[src/hw/rtl/sswt_pkg.sv]
// ----------------------------------------------------------------------------
// sswt_pkg: shared types and constants for the slow-start window throttle
// Field widths, register indexes, reset values, controller states and the
// command/status groups that link the controller to the datapath.
// ----------------------------------------------------------------------------
package sswt_pkg;

   localparam int TIMEOUT_W  = 16;
   localparam int WIN_INT_W  = 12;
   localparam int TIME_W     = 32;
   localparam int COUNT_W    = 32;
   localparam int PENDING_W  = 12;
   localparam int WINDOW_Q_W = 28;
   localparam int CSR_ADDR_W = 4;
   localparam int CSR_DATA_W = 32;

   localparam logic [TIMEOUT_W-1:0] RESET_TIMEOUT      = 16'd5000;
   localparam logic [WIN_INT_W-1:0] RESET_MAX_WINDOW   = 12'd400;
   localparam logic [WIN_INT_W-1:0] RESET_INIT_WINDOW  = 12'd1;
   localparam logic [WIN_INT_W-1:0] RESET_INIT_THRESH  = 12'd2;
   localparam logic [WIN_INT_W-1:0] THRESH_FLOOR       = 12'd2;
   localparam logic [PENDING_W-1:0] PENDING_MAX        = 12'd4095;

   localparam logic ACTION_ISSUE  = 1'b0;
   localparam logic ACTION_RETURN = 1'b1;

   typedef enum logic [1:0] {
      CSR_TIMEOUT     = 2'd0,
      CSR_MAX_WINDOW  = 2'd1,
      CSR_INIT_WINDOW = 2'd2,
      CSR_INIT_THRESH = 2'd3
   } csr_index_type;

   typedef enum logic [1:0] {
      ST_IDLE,
      ST_EVAL,
      ST_DIVIDE,
      ST_PUBLISH
   } state_type;

   typedef struct packed {
      logic take_item;
      logic eval;
      logic div_start;
      logic div_commit;
      logic publish;
   } ctrl_cmd_type;

   typedef struct packed {
      logic need_divide;
      logic div_done;
      logic out_free;
   } dp_status_type;

endpackage

[src/hw/rtl/sswt_recip.sv]
// ----------------------------------------------------------------------------
// sswt_recip: serial reciprocal unit
// Restoring division of 2^(2*FRACTION_BITS) by the window, one quotient bit
// per cycle; done pulses for one cycle once the quotient is final.
// ----------------------------------------------------------------------------
module sswt_recip #(
   parameter int FRACTION_BITS = 16
) (
   input  logic                             clock,
   input  logic                             reset,
   input  logic                             start,
   input  logic [12+FRACTION_BITS-1:0]      divisor,
   output logic                             done,
   output logic [2*FRACTION_BITS:0]         quotient
);
   import sswt_pkg::*;

   localparam int WIN_W  = WIN_INT_W + FRACTION_BITS;
   localparam int QUO_W  = 2 * FRACTION_BITS + 1;
   localparam int STEP_W = $clog2(QUO_W);
   localparam logic [STEP_W-1:0] LAST_STEP = STEP_W'(QUO_W - 1);

   logic              busy_ff, busy_in;
   logic              done_ff, done_in;
   logic [STEP_W-1:0] step_ff, step_in;
   logic [WIN_W-1:0]  div_ff, div_in;
   logic [WIN_W-1:0]  rem_ff, rem_in;
   logic [QUO_W-1:0]  quo_ff, quo_in;
   logic [WIN_W:0]    partial;
   logic [WIN_W:0]    diff;
   logic              qbit;

   always_comb begin
      // dividend is a single one followed by zeros
      partial = {rem_ff, (step_ff == '0)};
      diff    = partial - {1'b0, div_ff};
      qbit    = (partial >= {1'b0, div_ff});
      busy_in = busy_ff;
      done_in = 1'b0;
      step_in = step_ff;
      div_in  = div_ff;
      rem_in  = rem_ff;
      quo_in  = quo_ff;
      if (start) begin
         busy_in = 1'b1;
         step_in = '0;
         div_in  = divisor;
         rem_in  = '0;
         quo_in  = '0;
      end else if (busy_ff) begin
         rem_in  = qbit ? diff[WIN_W-1:0] : partial[WIN_W-1:0];
         quo_in  = {quo_ff[QUO_W-2:0], qbit};
         step_in = step_ff + 1'b1;
         if (step_ff == LAST_STEP) begin
            busy_in = 1'b0;
            done_in = 1'b1;
         end
      end
   end

   always_ff @(posedge clock) begin
      if (reset) begin
         busy_ff <= 1'b0;
         done_ff <= 1'b0;
         step_ff <= '0;
      end else begin
         busy_ff <= busy_in;
         done_ff <= done_in;
         step_ff <= step_in;
      end
      div_ff <= div_in;
      rem_ff <= rem_in;
      quo_ff <= quo_in;
   end

   assign done     = done_ff;
   assign quotient = quo_ff;

endmodule

[src/hw/rtl/sswt_dp.sv]
// ----------------------------------------------------------------------------
// sswt_dp: throttle datapath
// Control registers, window/limit/pending/counter state, event evaluation,
// reciprocal growth and the result register.
// ----------------------------------------------------------------------------
module sswt_dp #(
   parameter int FRACTION_BITS = 16
) (
   input  logic                                  clock,
   input  logic                                  reset,
   input  logic                                  csr_psel,
   input  logic                                  csr_penable,
   input  logic                                  csr_pwrite,
   input  logic [sswt_pkg::CSR_ADDR_W-1:0]       csr_paddr,
   input  logic [sswt_pkg::CSR_DATA_W-1:0]       csr_pwdata,
   output logic [sswt_pkg::CSR_DATA_W-1:0]       csr_prdata,
   input  logic                                  req_action,
   input  logic [sswt_pkg::TIME_W-1:0]           req_now_ms,
   input  logic [sswt_pkg::TIME_W-1:0]           req_sent_ms,
   output logic                                  rsp_valid,
   input  logic                                  rsp_stall,
   output logic                                  rsp_granted,
   output logic                                  rsp_on_time,
   output logic [sswt_pkg::WINDOW_Q_W-1:0]       rsp_window_q,
   output logic [sswt_pkg::PENDING_W-1:0]        rsp_pending_now,
   output logic [sswt_pkg::COUNT_W-1:0]          rsp_ok_total,
   output logic [sswt_pkg::COUNT_W-1:0]          rsp_late_total,
   input  sswt_pkg::ctrl_cmd_type                cmd,
   output sswt_pkg::dp_status_type               status
);
   import sswt_pkg::*;

   localparam int WIN_W = WIN_INT_W + FRACTION_BITS;
   localparam int QUO_W = 2 * FRACTION_BITS + 1;
   localparam int SUM_W = ((WIN_W > QUO_W) ? WIN_W : QUO_W) + 1;
   localparam logic [WIN_W-1:0] ONE_Q   = WIN_W'(1) << FRACTION_BITS;
   localparam logic [WIN_W-1:0] WIN_MAX = {WIN_W{1'b1}};
   localparam logic [WIN_W-1:0] WINDOW_RESET =
      {RESET_INIT_WINDOW, {FRACTION_BITS{1'b0}}};

   // control registers
   logic [TIMEOUT_W-1:0] timeout_ff, timeout_in;
   logic [WIN_INT_W-1:0] max_win_ff, max_win_in;
   logic [WIN_INT_W-1:0] init_win_ff, init_win_in;
   logic [WIN_INT_W-1:0] init_thr_ff, init_thr_in;

   // throttle state
   logic [WIN_W-1:0]     window_ff, window_in;
   logic [WIN_INT_W-1:0] limit_ff, limit_in;
   logic [TIME_W-1:0]    last_fail_ff, last_fail_in;
   logic [PENDING_W-1:0] pending_ff, pending_in;
   logic [COUNT_W-1:0]   ok_ff, ok_in;
   logic [COUNT_W-1:0]   late_ff, late_in;

   // latched input beat and event flags
   logic                 action_ff, action_in;
   logic [TIME_W-1:0]    now_ff, now_in;
   logic [TIME_W-1:0]    sent_ff, sent_in;
   logic                 grant_ff, grant_in;
   logic                 on_time_ff, on_time_in;

   // result register
   logic                  out_valid_ff, out_valid_in;
   logic                  out_grant_ff, out_grant_in;
   logic                  out_on_time_ff, out_on_time_in;
   logic [WINDOW_Q_W-1:0] out_window_ff, out_window_in;
   logic [PENDING_W-1:0]  out_pending_ff, out_pending_in;
   logic [COUNT_W-1:0]    out_ok_ff, out_ok_in;
   logic [COUNT_W-1:0]    out_late_ff, out_late_in;

   logic                        csr_wr;
   csr_index_type               csr_index;
   logic signed [TIME_W:0]      lat;
   logic signed [TIME_W+1:0]    lat_x2;
   logic signed [TIMEOUT_W:0]   to_s;
   logic                        is_on_time;
   logic                        is_fast;
   logic                        below_max;
   logic                        above_limit;
   logic                        can_grant;
   logic [WIN_W:0]              sum_one;
   logic [SUM_W-1:0]            sum_recip;
   logic [WIN_INT_W-1:0]        half;
   logic                        div_done;
   logic [QUO_W-1:0]            recip;

   sswt_recip #(
      .FRACTION_BITS (FRACTION_BITS)
   ) u_recip (
      .clock    (clock),
      .reset    (reset),
      .start    (cmd.div_start),
      .divisor  (window_ff),
      .done     (div_done),
      .quotient (recip)
   );

   assign csr_wr    = csr_psel & csr_penable & csr_pwrite;
   assign csr_index = csr_index_type'(csr_paddr[3:2]);

   always_comb begin
      unique case (csr_index)
         CSR_TIMEOUT:     csr_prdata = CSR_DATA_W'(timeout_ff);
         CSR_MAX_WINDOW:  csr_prdata = CSR_DATA_W'(max_win_ff);
         CSR_INIT_WINDOW: csr_prdata = CSR_DATA_W'(init_win_ff);
         CSR_INIT_THRESH: csr_prdata = CSR_DATA_W'(init_thr_ff);
         default:         csr_prdata = '0;
      endcase
   end

   // event evaluation terms
   always_comb begin
      lat         = $signed({1'b0, now_ff}) - $signed({1'b0, sent_ff});
      lat_x2      = $signed({lat, 1'b0});
      to_s        = $signed({1'b0, timeout_ff});
      is_on_time  = (lat < to_s);
      is_fast     = (lat_x2 < to_s);
      below_max   = (window_ff < {max_win_ff, {FRACTION_BITS{1'b0}}});
      above_limit = (window_ff > {limit_ff, {FRACTION_BITS{1'b0}}});
      can_grant   = (pending_ff != PENDING_MAX) &&
                    ({pending_ff, {FRACTION_BITS{1'b0}}} < window_ff);
      sum_one     = {1'b0, window_ff} + {1'b0, ONE_Q};
      sum_recip   = SUM_W'(window_ff) + SUM_W'(recip);
      half        = {1'b0, window_ff[WIN_W-1:FRACTION_BITS+1]};
   end

   always_comb begin
      status.need_divide = (action_ff == ACTION_RETURN) && is_fast &&
                           below_max && above_limit;
      status.div_done    = div_done;
      status.out_free    = !out_valid_ff || !rsp_stall;
   end

   always_comb begin
      timeout_in     = timeout_ff;
      max_win_in     = max_win_ff;
      init_win_in    = init_win_ff;
      init_thr_in    = init_thr_ff;
      window_in      = window_ff;
      limit_in       = limit_ff;
      last_fail_in   = last_fail_ff;
      pending_in     = pending_ff;
      ok_in          = ok_ff;
      late_in        = late_ff;
      action_in      = action_ff;
      now_in         = now_ff;
      sent_in        = sent_ff;
      grant_in       = grant_ff;
      on_time_in     = on_time_ff;
      out_valid_in   = out_valid_ff;
      out_grant_in   = out_grant_ff;
      out_on_time_in = out_on_time_ff;
      out_window_in  = out_window_ff;
      out_pending_in = out_pending_ff;
      out_ok_in      = out_ok_ff;
      out_late_in    = out_late_ff;

      if (csr_wr) begin
         unique case (csr_index)
            CSR_TIMEOUT:    timeout_in = csr_pwdata[TIMEOUT_W-1:0];
            CSR_MAX_WINDOW: max_win_in = csr_pwdata[WIN_INT_W-1:0];
            CSR_INIT_WINDOW: begin
               init_win_in = csr_pwdata[WIN_INT_W-1:0];
               window_in   = {csr_pwdata[WIN_INT_W-1:0], {FRACTION_BITS{1'b0}}};
            end
            CSR_INIT_THRESH: begin
               init_thr_in = csr_pwdata[WIN_INT_W-1:0];
               limit_in    = csr_pwdata[WIN_INT_W-1:0];
            end
            default: ;
         endcase
      end

      if (cmd.take_item) begin
         action_in = req_action;
         now_in    = req_now_ms;
         sent_in   = req_sent_ms;
      end

      if (cmd.eval) begin
         grant_in   = 1'b0;
         on_time_in = 1'b0;
         if (action_ff == ACTION_ISSUE) begin
            if (can_grant) begin
               pending_in = pending_ff + 1'b1;
               grant_in   = 1'b1;
            end
         end else begin
            if (pending_ff != '0) begin
               pending_in = pending_ff - 1'b1;
            end
            if (is_on_time) begin
               ok_in      = ok_ff + 1'b1;
               on_time_in = 1'b1;
            end else begin
               late_in = late_ff + 1'b1;
            end
            if (is_fast) begin
               // growth above the limit waits for the reciprocal unit
               if (below_max && !above_limit) begin
                  window_in = sum_one[WIN_W] ? WIN_MAX : sum_one[WIN_W-1:0];
               end
            end else if (sent_ff > last_fail_ff) begin
               limit_in     = (half > THRESH_FLOOR) ? half : THRESH_FLOOR;
               window_in    = ONE_Q;
               last_fail_in = now_ff;
            end
         end
      end

      if (cmd.div_commit) begin
         window_in = (sum_recip[SUM_W-1:WIN_W] != '0) ? WIN_MAX
                                                      : sum_recip[WIN_W-1:0];
      end

      if (cmd.publish) begin
         out_valid_in   = 1'b1;
         out_grant_in   = grant_ff;
         out_on_time_in = on_time_ff;
         out_window_in  = WINDOW_Q_W'(window_ff);
         out_pending_in = pending_ff;
         out_ok_in      = ok_ff;
         out_late_in    = late_ff;
      end else if (out_valid_ff && !rsp_stall) begin
         out_valid_in = 1'b0;
      end
   end

   always_ff @(posedge clock) begin
      if (reset) begin
         timeout_ff   <= RESET_TIMEOUT;
         max_win_ff   <= RESET_MAX_WINDOW;
         init_win_ff  <= RESET_INIT_WINDOW;
         init_thr_ff  <= RESET_INIT_THRESH;
         window_ff    <= WINDOW_RESET;
         limit_ff     <= RESET_INIT_THRESH;
         last_fail_ff <= '0;
         pending_ff   <= '0;
         ok_ff        <= '0;
         late_ff      <= '0;
         out_valid_ff <= 1'b0;
      end else begin
         timeout_ff   <= timeout_in;
         max_win_ff   <= max_win_in;
         init_win_ff  <= init_win_in;
         init_thr_ff  <= init_thr_in;
         window_ff    <= window_in;
         limit_ff     <= limit_in;
         last_fail_ff <= last_fail_in;
         pending_ff   <= pending_in;
         ok_ff        <= ok_in;
         late_ff      <= late_in;
         out_valid_ff <= out_valid_in;
      end
      action_ff      <= action_in;
      now_ff         <= now_in;
      sent_ff        <= sent_in;
      grant_ff       <= grant_in;
      on_time_ff     <= on_time_in;
      out_grant_ff   <= out_grant_in;
      out_on_time_ff <= out_on_time_in;
      out_window_ff  <= out_window_in;
      out_pending_ff <= out_pending_in;
      out_ok_ff      <= out_ok_in;
      out_late_ff    <= out_late_in;
   end

   assign rsp_valid       = out_valid_ff;
   assign rsp_granted     = out_grant_ff;
   assign rsp_on_time     = out_on_time_ff;
   assign rsp_window_q    = out_window_ff;
   assign rsp_pending_now = out_pending_ff;
   assign rsp_ok_total    = out_ok_ff;
   assign rsp_late_total  = out_late_ff;

endmodule

[src/hw/rtl/sswt_ctrl.sv]
// ----------------------------------------------------------------------------
// sswt_ctrl: throttle controller
// Sequences one event: take the beat, evaluate, optionally run the
// reciprocal unit, then load the result register.
// ----------------------------------------------------------------------------
module sswt_ctrl (
   input  logic                     clock,
   input  logic                     reset,
   input  logic                     req_valid,
   output logic                     req_stall,
   input  sswt_pkg::dp_status_type  status,
   output sswt_pkg::ctrl_cmd_type   cmd
);
   import sswt_pkg::*;

   state_type state_ff, state_in;

   always_comb begin
      state_in = state_ff;
      unique case (state_ff)
         ST_IDLE: begin
            if (req_valid) state_in = ST_EVAL;
         end
         ST_EVAL: begin
            state_in = status.need_divide ? ST_DIVIDE : ST_PUBLISH;
         end
         ST_DIVIDE: begin
            if (status.div_done) state_in = ST_PUBLISH;
         end
         ST_PUBLISH: begin
            if (status.out_free) state_in = ST_IDLE;
         end
         default: state_in = ST_IDLE;
      endcase
   end

   always_comb begin
      cmd       = '0;
      req_stall = 1'b1;
      unique case (state_ff)
         ST_IDLE: begin
            req_stall     = 1'b0;
            cmd.take_item = req_valid;
         end
         ST_EVAL: begin
            cmd.eval      = 1'b1;
            cmd.div_start = status.need_divide;
         end
         ST_DIVIDE: begin
            cmd.div_commit = status.div_done;
         end
         ST_PUBLISH: begin
            // hold until the previous result beat has left
            cmd.publish = status.out_free;
         end
         default: ;
      endcase
   end

   always_ff @(posedge clock) begin
      if (reset) begin
         state_ff <= ST_IDLE;
      end else begin
         state_ff <= state_in;
      end
   end

endmodule

[src/hw/rtl/slow_start_window_throttle_unit.sv]
// ----------------------------------------------------------------------------
// slow_start_window_throttle_unit: slow-start outstanding-request throttle
// Sequence: the input beat is latched, evaluated, then loaded into the result
//   register; growth above the limit runs the reciprocal unit before that load.
// A new event is taken only after the last one is published; growth by 1/window
//   waits on the bit-serial reciprocal unit, and a stalled result holds req_stall.
// Reset: synchronous; registers load their defaults and no result is valid.
// ----------------------------------------------------------------------------
module slow_start_window_throttle_unit #(
   parameter int FRACTION_BITS = 16
) (
   input  logic                                  clock,
   input  logic                                  reset,
   input  logic                                  csr_psel,
   input  logic                                  csr_penable,
   input  logic                                  csr_pwrite,
   input  logic [sswt_pkg::CSR_ADDR_W-1:0]       csr_paddr,
   input  logic [sswt_pkg::CSR_DATA_W-1:0]       csr_pwdata,
   output logic [sswt_pkg::CSR_DATA_W-1:0]       csr_prdata,
   output logic                                  csr_pready,
   input  logic                                  req_valid,
   output logic                                  req_stall,
   input  logic                                  req_action,
   input  logic [sswt_pkg::TIME_W-1:0]           req_now_ms,
   input  logic [sswt_pkg::TIME_W-1:0]           req_sent_ms,
   output logic                                  rsp_valid,
   input  logic                                  rsp_stall,
   output logic                                  rsp_granted,
   output logic                                  rsp_on_time,
   output logic [sswt_pkg::WINDOW_Q_W-1:0]       rsp_window_q,
   output logic [sswt_pkg::PENDING_W-1:0]        rsp_pending_now,
   output logic [sswt_pkg::COUNT_W-1:0]          rsp_ok_total,
   output logic [sswt_pkg::COUNT_W-1:0]          rsp_late_total
);
   import sswt_pkg::*;

   ctrl_cmd_type  cmd;
   dp_status_type status;

   assign csr_pready = 1'b1;

   sswt_ctrl u_ctrl (
      .clock     (clock),
      .reset     (reset),
      .req_valid (req_valid),
      .req_stall (req_stall),
      .status    (status),
      .cmd       (cmd)
   );

   sswt_dp #(
      .FRACTION_BITS (FRACTION_BITS)
   ) u_dp (
      .clock           (clock),
      .reset           (reset),
      .csr_psel        (csr_psel),
      .csr_penable     (csr_penable),
      .csr_pwrite      (csr_pwrite),
      .csr_paddr       (csr_paddr),
      .csr_pwdata      (csr_pwdata),
      .csr_prdata      (csr_prdata),
      .req_action      (req_action),
      .req_now_ms      (req_now_ms),
      .req_sent_ms     (req_sent_ms),
      .rsp_valid       (rsp_valid),
      .rsp_stall       (rsp_stall),
      .rsp_granted     (rsp_granted),
      .rsp_on_time     (rsp_on_time),
      .rsp_window_q    (rsp_window_q),
      .rsp_pending_now (rsp_pending_now),
      .rsp_ok_total    (rsp_ok_total),
      .rsp_late_total  (rsp_late_total),
      .cmd             (cmd),
      .status          (status)
   );

endmodule

[config.mk]
export PLATFORM = sky130hd
export DESIGN_NAME = slow_start_window_throttle_unit
export DESIGN_NICKNAME = d
export VERILOG_FILES = /design/src/hw/rtl/sswt_pkg.sv /design/src/hw/rtl/sswt_recip.sv /design/src/hw/rtl/sswt_dp.sv /design/src/hw/rtl/sswt_ctrl.sv /design/src/hw/rtl/slow_start_window_throttle_unit.sv
export SDC_FILE = /design/constraint.sdc
export NUM_CORES = 1
export LEC_CHECK = 0
export ABC_AREA = 1
export BUFFER_PORTS_ARGS = -buffer_cell sky130_fd_sc_hd__buf_2
export CAP_MARGIN = 5
export CORE_ASPECT_RATIO = 1.2
export CORE_UTILIZATION = 30
export DETAILED_ROUTE_END_ITERATION = 10
export SLEW_MARGIN = 20
export SYNTH_ARGS = -nofsm -noshare
export SYNTH_HDL_FRONTEND = slang
export SYNTH_SLANG_ARGS = --single-unit
[constraint.sdc]
create_clock -name clock -period 14.4 [get_ports clock]
set_input_delay 2.16 -clock clock [delete_from_list [all_inputs] [get_ports clock]]
set_output_delay 2.16 -clock clock [all_outputs]
set_load 0.005 [all_outputs]
Word level (Yosys, flattened, before mapping)
Cells that the tools add are included.

word-level totals
  flip-flop bits (word level) = 473
  logic and storage cells = 131

operators by class
  $add $sub $neg = 9
  multiplexer cells = 40
  $lt $le $gt $ge = 8
  bitwise logic cells = 5
  eq/ne operators = 12
  reduce and logical (&&, ||, !) cells = 28

operators with widths
  operator                number
  $mux 28                 11
  $pmux 32 s4             1
  $mux 12                 9
  $add 32x1->32 const B   2
  $lt 28x28->1            2
  $add 28x33->34          1
  $lt 34x17->1            1
  $lt 33x17->1            1
  $sub 32x32->33          1
  $gt 32x32->1            1
  $add 28x17->29 const B  1
  $ge 29x28->1            1
  $gt 28x28->1            1
  $sub 28x28->28          1
  $mux 1                  13
  $add 12x1->12 const B   1
  $ne 12x12->1 const B    1
  $reduce_and 3->1        4
  $reduce_bool 12->1      1
  $sub 12x1->12 const B   1
  $gt 11x2->1 const B     1
  $mux 11                 1
  $eq 2x2->1 const B      4
  $mux 2                  4
  19 further kinds        37

Depth between registers and ports, before layout
Gate-level depths: netlist of the first run.

  depth after elaboration = 8
  depth in mapped cells = 28

Hierarchy
From an unflattened synthesis of the first run, not the netlist that was laid out.

unflattened totals
  cells, all modules = 4053
  area, all modules = 29565.9 um^2

modules (own cells, without submodules)
  module                           area each (um^2)  sequential area each (um^2)  cells each  instances
  sswt_dp                          23057.1           9218.8                       3060        1
  sswt_recip                       6251.0            2222.1                       952         1
  sswt_ctrl                        246.5             40.0                         39          1
  slow_start_window_throttle_unit  11.3              0.0                          2           1

Worst setup path after synthesis of the first run
OpenSTA, ideal clock, no wires.

  kind = input to register
  start point = input port rsp_stall
  end point = register u_dp.out_grant_ff (netlist: u_dp.rsp_granted), enable pin
  setup slack = 6.501 ns
  stages = 1
  data arrival time = 7.293 ns
  required time = 13.795 ns
  buffers on the path = 0
  cell sequence = a21oi_1

on the way
  word-level cells in the longest chain between the ends = 3

ends and longest elaborated chain
  what                    RTL line                               source
  start: declaration      slow_start_window_throttle_unit.sv:27  input logic rsp_stall,
  $logic_not 1->1         sswt_dp.sv:131                         status.out_free = !out_valid_ff || !rsp_stall;
  $logic_or 1x1->1        sswt_dp.sv:131
  $mux 1                  sswt_ctrl.sv:40                        unique case (state_ff)
  end signal: assignment  sswt_dp.sv:260                         out_grant_ff <= out_grant_in;
  end: declaration        sswt_dp.sv:64                          logic out_grant_ff, out_grant_in;

No other way between the ends.
A chain may end at the register's enable or synchronous reset.

Worst setup path after layout of the first run
  start point = input port csr_paddr[2] (netlist bit)
  end point = output port csr_prdata[0] (netlist bit)

on the way
  word-level cells in the longest chain between the ends = 2
  elaborated cells between the ends (all ways) = 5

ends and longest elaborated chain
  what                                RTL line                               source
  start: declaration                  slow_start_window_throttle_unit.sv:17  input logic [sswt_pkg::CSR_ADDR_W-1:0] csr_paddr,
  $eq 2x2->1 (tied with other cells)  sswt_dp.sv:102                         unique case (csr_index)
  $pmux 32 s4 *                       sswt_dp.sv:102
  end: declaration                    slow_start_window_throttle_unit.sv:19  output logic [sswt_pkg::CSR_DATA_W-1:0] csr_prdata,

Every way passes the cells marked *; elsewhere a longest branch is shown, timed or not. The select of a mux whose other input is x is not followed.

==> results of run 1 <==
==> final timing paths <==
check	endpoint	slack, ns	cells after the start
worst max-delay path	csr_prdata[0]	8.42	6
worst min-delay path	u_dp.rsp_on_time	0.43	0
worst max register to register	u_dp.u_recip.div_ff[25]	9.31	23
worst min register to register	u_dp.rsp_on_time	0.43	0
==> registers in the layout, summed over array words and instances, names as in the netlist, 2 cells and up <==
| register | count |
|---|---|
| u_dp.rsp_pending_now | 12 |
| u_dp.late_ff | 32 |
| u_dp.now_ff | 32 |
| u_dp.max_win_ff | 12 |
| u_dp.timeout_ff | 16 |
| u_dp.u_recip.div_ff | 28 |
| u_dp.last_fail_ff | 32 |
| u_dp.u_recip.rem_ff | 28 |
| u_dp.rsp_late_total | 32 |
| u_dp.u_recip.step_ff | 6 |
| u_ctrl.state_ff | 2 |
| u_dp.rsp_window_q | 28 |
| u_dp.pending_ff | 12 |
| u_dp.init_thr_ff | 12 |
| u_dp.rsp_ok_total | 32 |
| u_dp.ok_ff | 32 |
| u_dp.sent_ff | 32 |
| u_dp.u_recip.quotient | 33 |
| u_dp.window_ff | 28 |
| u_dp.limit_ff | 12 |
| u_dp.init_win_ff | 12 |
==> per-layer routing <==
| metal | GRT usage | share of wire | up-vias |
|---|---|---|---|
| met1 | 0.1987 | 0.42 | 11460 |
| met3 | 0.02326 | 0.040 | 158 |
| met4 | 0.06610 | 0.037 | 2 |
| li1 | - | - | 12790 |
| met5 | 0 | 0.00016 | - |
| met2 | 0.3055 | 0.50 | 572 |
==> per-stage QoR <==
| step | instance area, µm² | cells | setup slack, ns | total power [µW] | hold WS (ns) |
|---|---|---|---|---|---|
| 6_report | 32630 | 5267 | 8.422 | 5819 | 0.4282 |
| 3_5_place_dp | 30800 | 5163 | 8.454 | 4426 | 0.4136 |
| 2_1_floorplan | 28650 | 3807 | 6.501 | 3774 | 0.4003 |
| 5_1_grt | 32630 | 5266 | 8.342 | 6296 | 0.4385 |
| 4_1_cts | 32630 | 5265 | 8.452 | 5864 | 0.4307 |
| 3_3_place_gp | 30800 | 5163 | 8.450 | 4399 | 0.4039 |
==> cells in the final DEF (no fill, tap or decap), drive strengths merged, types with 6 or more instances in the layout <==
cell      synthesis  routed
inv             579     584
o221ai            7       7
nor2            244     244
clkinv            6      32
a211oi            6       6
o21a              6       6
edfxtp          201     201
a21oi           333     333
nor3             62      62
nor4             23      23
nand2           979     979
nand4            45      45
nand3           202     202
a21o             14      14
buf              50     233
xor2             84      84
or2              18      18
dfxtp           272     272
o21bai           11      11
conb              2      17
xnor2            52      52
ha              205     205
o211ai           58      58
clkinvlp          0       6
o21ai           203     203
a31oi            10      10
clkbuf           77      60
o2111ai          12      12
==> cells by family after synthesis <==
kind of cell / Yosys count / synth area share
AND/OR/NAND/NOR: 1586 / 0.2332
XOR/XNOR: 136 / 0.04167
buffers and inverters: 712 / 0.09970
adder cells (fa/ha/maj): 209 / 0.09252
other: 2 / 0.0002627
flip-flops: 473 / 0.4016
AO/OA/AOI/OAI: 674 / 0.1310
==> critical path: cells and delay by family <==
family          cells  cell delay, ns
buf+inv             4            0.77
simple gates        1            0.20
compound gates      1            0.69
==> cell type report <==
cell class                      count  share of cell area
Antenna cell                        2           0.0001534
Tap cell                         1250             0.04793
Clock buffer                       60             0.04271
Timing Repair Buffer              233             0.03735
Inverter                          585             0.06741
Multi-Input combinational cell   2622              0.4392
Sequential cell                   473              0.3519
Clock inverter                     42             0.01338
==> power by group <==
group	total (µW)	internal [µW]	switching, µW	leakage [µW]
Sequential	1910	1690	219	0.00410
Combinational	2510	892	1620	0.00960
Clock	1400	800	604	0.000885
Total	5820	3380	2440	0.0146
==> impl_metrics.toml, run 1 <==
[sta]
setup_viol = 0
tightest_slew_ns = 1.001
fin_crit_ns = 5.978
maxClockFrequency_mhz = 167.3
unrepaired_setup_endpoints_after_global_routing = "no"
finalClockSkew_ns = 0.05001
drv_slew = 0
final.period_utilization = 0.4152
final-hold-violation-count = 0
timing.slew.headroom = 0.3323
setup_tns_ns = 0

[cts]
htreeDepth = 2
numCtsBuffers = 54
cts_tree = "yes"
postCtsSetupRepairBufs = 0
cts_num_sinks = 473
max_root_sink_buffers = 3
root_buffer = "clkbuf_16"
cts_hold_repair.buffers = 0
cts.reportedPaths.clkPinSlew_ns = 0.06
clk-insertion-delay-late_ns = 0.65
post_cts_resize_count = 0

[synthesis]
yosys_warnings = 0
gate_count_of_the_mapped_netlist = 3792
synth_area_per_cell_um2 = 7.539
synth_area_leaders = "edfxtp_1 21%, dfxtp_1 19%, nand2_1 13%"
most_instantiated_library_cell_after_synthesis = "nand2_1"
synth_ff_type = "dfxtp_1"
synth.distinct_cells = 56
post_synth_most_frequent_cells = "970 x nand2_1, 562 x inv_1, 333 x a21oi_1, 272 x dfxtp_1, 239 x nor2_1"
post-synth-top-area-fraction = 0.2111
synth_edf_count = 201
synth_top_area_cell = "edfxtp_1"
syn_area_um2 = 28590
synth.ff_latch_count = 473
synth_sequential_area_ratio = 0.4016
share_of_flip_flops_with_an_asynchronous_set_or_reset = 0

[pwr]
vdd_ir_drop_max_mv = 0.1451
power_leakage_uw = 0.01459
power_density_of_the_placed_cells_nw_per_um2 = 178.3

[job]
maxCapViolations = 0

[worst_setup_path]
criticalPathCategory = "in2out"
crit_path_top_cell_by_count = "buf_2"
worst_setup_path_startpoint = "csr_paddr[2]"
crit_required_ns = 12.24
worst_path_largest_cell_delay_ns = 0.69
r2r_start = "u_dp.sent_ff[0]"
cp.arrival_ns = 3.82
critPathLaunchType = "input port"
crit_fanout = 10
critical_path.slowest_cell = "o2111ai_1"
end_kind = "output pin"
path_cells = "buf_2 > inv_1 > nor2_1 > clkinv_1 > o2111ai_1 > buf_2"

[cells_and_area]
multiInputGateArea_um2 = 14330
area_delta_synth_final_pct = 14.14
finish.utilization = 0.3470
drive_gt1_frac = 0.09714
finalNetCount = 4286
seq_area_um2 = 11480
fillCellCount = 9935

[hold_path]
hold_path.startpoint = "u_dp.on_time_ff"
kind_of_path_behind_the_tightest_hold_check = "reg2reg"

[die]
placement_rows = 123
floorplan.die_area_um2 = 96540
floorplan_core_area_um2 = 94030
effective_utilization_at_floorplan = 0.3040
boundaryPins = 249
fp.dieW_um = 283.8
die_h_um = 340.2

[global_route]
global_route.usage.total = 0.1684
grt_first_pass_wirelength_um = 130100
grt_overflow_total = 0
initial_antenna_violation_count = 6
grt_pass1_vias = 24110
maximum_number_of_pins_on_one_net_before_global_route_repair = 73

[detailed_routing]
drt_iter0_markers = 1417
drt_pre_antenna_iters = 7
route.detailed.wl_per_inst_um = 15.80
final_antenna_net_count = 0
drt_drc_violations_left = 0
detail_route.vias_per_cell = 4.742
totalWireLength_um = 83210
vias = 24980

[placement]
buffer_ports.inserted = 213
detailedPlacementHpwl_um = 62540
gp_congestion = 0.9192

[run_status]
run_status = "finished, final reports clean"
Note: power is estimated with default switching activity, not from simulation.
==> inputs of run 2 (changes only) <==
==> constraint.sdc (replaced) <==
create_clock -name clock -period 5.3 [get_ports clock]
set_input_delay 0.795 -clock clock [delete_from_list [all_inputs] [get_ports clock]]
set_output_delay 0.795 -clock clock [all_outputs]
set_load 0.005 [all_outputs]
==> impl_metrics.toml, run 2 (synthesis results as in run 1) <==
[run_status]
run_status = "finished, final reports clean"

[detailed_routing]
route.detailed.wl_per_inst_um = 15.88
totalWireLength_um = 83640
final_antenna_net_count = 0
drt_pre_antenna_iters = 6
detail_route.vias_per_cell = 4.754
vias = 25040
drt_drc_violations_left = 0
drt_iter0_markers = 1511

[global_route]
initial_antenna_violation_count = 7
grt_first_pass_wirelength_um = 130300
maximum_number_of_pins_on_one_net_before_global_route_repair = 85
grt_pass1_vias = 23820
global_route.usage.total = 0.1695
grt_overflow_total = 0

[worst_setup_path]
cp.arrival_ns = 5.26
crit_required_ns = 5.86
end_kind = "register"
rrSetupSlack_ns = 0.60
worst_r2r_path_depth = 24
crit_fanout = 63
critPathLaunchType = "register"
criticalPathCategory = "reg2reg"
critical_register_to_register_path_endpoint = "u_dp.u_recip.step_ff[1]"
r2r_start = "u_dp.sent_ff[0]"

[cells_and_area]
flip_flop_count_of_the_largest_register_all_copies_and_words_added = 33
drive_gt1_frac = 0.09711
design_area_final_um2 = 32800
finalNetCount = 4286
area_delta_synth_final_pct = 14.71
layout.cells.most_common_list = "970 x nand2_1, 559 x inv_1, 332 x a21oi_1"
layout_commonest_cell = "nand2_1"
fillCellCount = 9948

[cts]
max_root_sink_buffers = 3
cts_num_sinks = 473
clk-insertion-delay-late_ns = 0.65
cts_hold_repair.buffers = 0
root_buffer = "clkbuf_16"
htreeDepth = 2
cts_tree = "yes"
post_cts_resize_count = 0
cts.reportedPaths.clkPinSlew_ns = 0.06
postCtsSetupRepairBufs = 0
numCtsBuffers = 55

[die]
floorplan.die_area_um2 = 96540
placement_rows = 123
floorplan_core_area_um2 = 94030
die_h_um = 340.2
fp.dieW_um = 283.8
effective_utilization_at_floorplan = 0.3040
boundaryPins = 249

[pwr]
power_leakage_uw = 0.01465
design_power_total_uw = 16220
power_density_of_the_placed_cells_nw_per_um2 = 494.6
vdd_ir_drop_max_mv = 0.3328

[sta]
fin_crit_ns = 4.701
timing.slew.headroom = 0.3733
timing.final.ws_setup_ns = 0.5989
finalClockSkew_ns = 0.04596
final-hold-violation-count = 0
unrepaired_setup_endpoints_after_global_routing = "no"
final.period_utilization = 0.8870
maxClockFrequency_mhz = 212.7
fin_hold_ws_ns = 0.3336
drv_slew = 0
setup_tns_ns = 0
setup_viol = 0
tightest_slew_ns = 0.9378

[placement]
gp_congestion = 0.9014
detailedPlacementHpwl_um = 62860
buffer_ports.inserted = 213
postPlaceCellArea_um2 = 30810
preCtsSetupSlack_ns = 0.5335

[hold_path]
hold_path_depth = 1
hold_path.startpoint = "req_now_ms[0]"
whs_endpoint = "u_dp.now_ff[0]"
kind_of_path_behind_the_tightest_hold_check = "in2reg"

[job]
maxCapViolations = 0
## run 2: cell count changes in the layout (fill, tap and decap cells not counted), moves of 2 or more
cell,delta
inv_6,+2
bufinv_16,+6
clkinv_4,-5
buf_4,-2
clkinv_2,-2
## run 2: per-layer routing
metal	track usage	up-vias	wire length [µm]
met1	0.2001	11490	35350
met4	0.07128	2	3526
met3	0.02426	177	3426
met5	0	-	11
met2	0.3048	570	41330
li1	-	12800	-
## run 2: how the worst max path moves through the flow
stage / from / to / cells past startpoint
global route: u_dp.sent_ff[0] / u_dp.u_recip.step_ff[1] / 24
global placement: u_dp.sent_ff[0] / u_dp.late_ff[1] / 22
finish: u_dp.sent_ff[0] / u_dp.u_recip.step_ff[1] / 24
floorplan: rsp_stall / u_dp.rsp_granted / 1
detailed placement: u_dp.sent_ff[0] / u_dp.u_recip.step_ff[1] / 24
CTS: u_dp.sent_ff[0] / u_dp.u_recip.step_ff[1] / 24
## run 2: layout make-up
type	instances	area (µm²)	area share
Inverter	585	2200	0.06707
Multi-Input combinational cell	2622	14340	0.4372
Tap cell	1250	1564	0.04769
Clock buffer	61	1409	0.04296
Antenna cell	1	2.502	0.00007630
Clock inverter	43	576.8	0.01759
Timing Repair Buffer	232	1224	0.03731
Sequential cell	473	11480	0.3501
## run 2: metrics by stage
| stage | utilization | instances |
|---|---|---|
| 3_3_place_gp | 0.3276 | 5162 |
| 3_5_place_dp | 0.3276 | 5162 |
| 4_1_cts | 0.3487 | 5266 |
| 2_1_floorplan | - | 3807 |
| 5_1_grt | 0.3488 | 5267 |
| 6_report | 0.3488 | 5267 |
## run 2: critical path: stages, from the launching register on
cell	delay [ns]
edfxtp_1	0.39
ha_1	0.24
fa_1	0.40
inv_1	0.10
nand3_1	0.07
nand3_1	0.14
nand2_1	0.07
nand2_1	0.12
xor2_1	0.11
ha_1	0.31
nand2_1	0.07
nor2_1	0.14
o211ai_1	0.10
nand3_1	0.12
nand2_1	0.06
nand2_1	0.07
nand3_1	0.07
nand3b_1	0.08
nor2_1	0.06
nand3_4	0.32
nand2_8	0.26
nand3_4	0.13
buf_4	0.57
nand2_1	0.34
a211oi_1	0.26
## run 2: where the power goes
group / switching [µW] / leakage (µW) / internal, µW
combinational: 4390 / 0.00960 / 2460
sequential: 618 / 0.00410 / 4580
clock: 1690 / 0.000951 / 2480
total: 6700 / 0.0146 / 9520
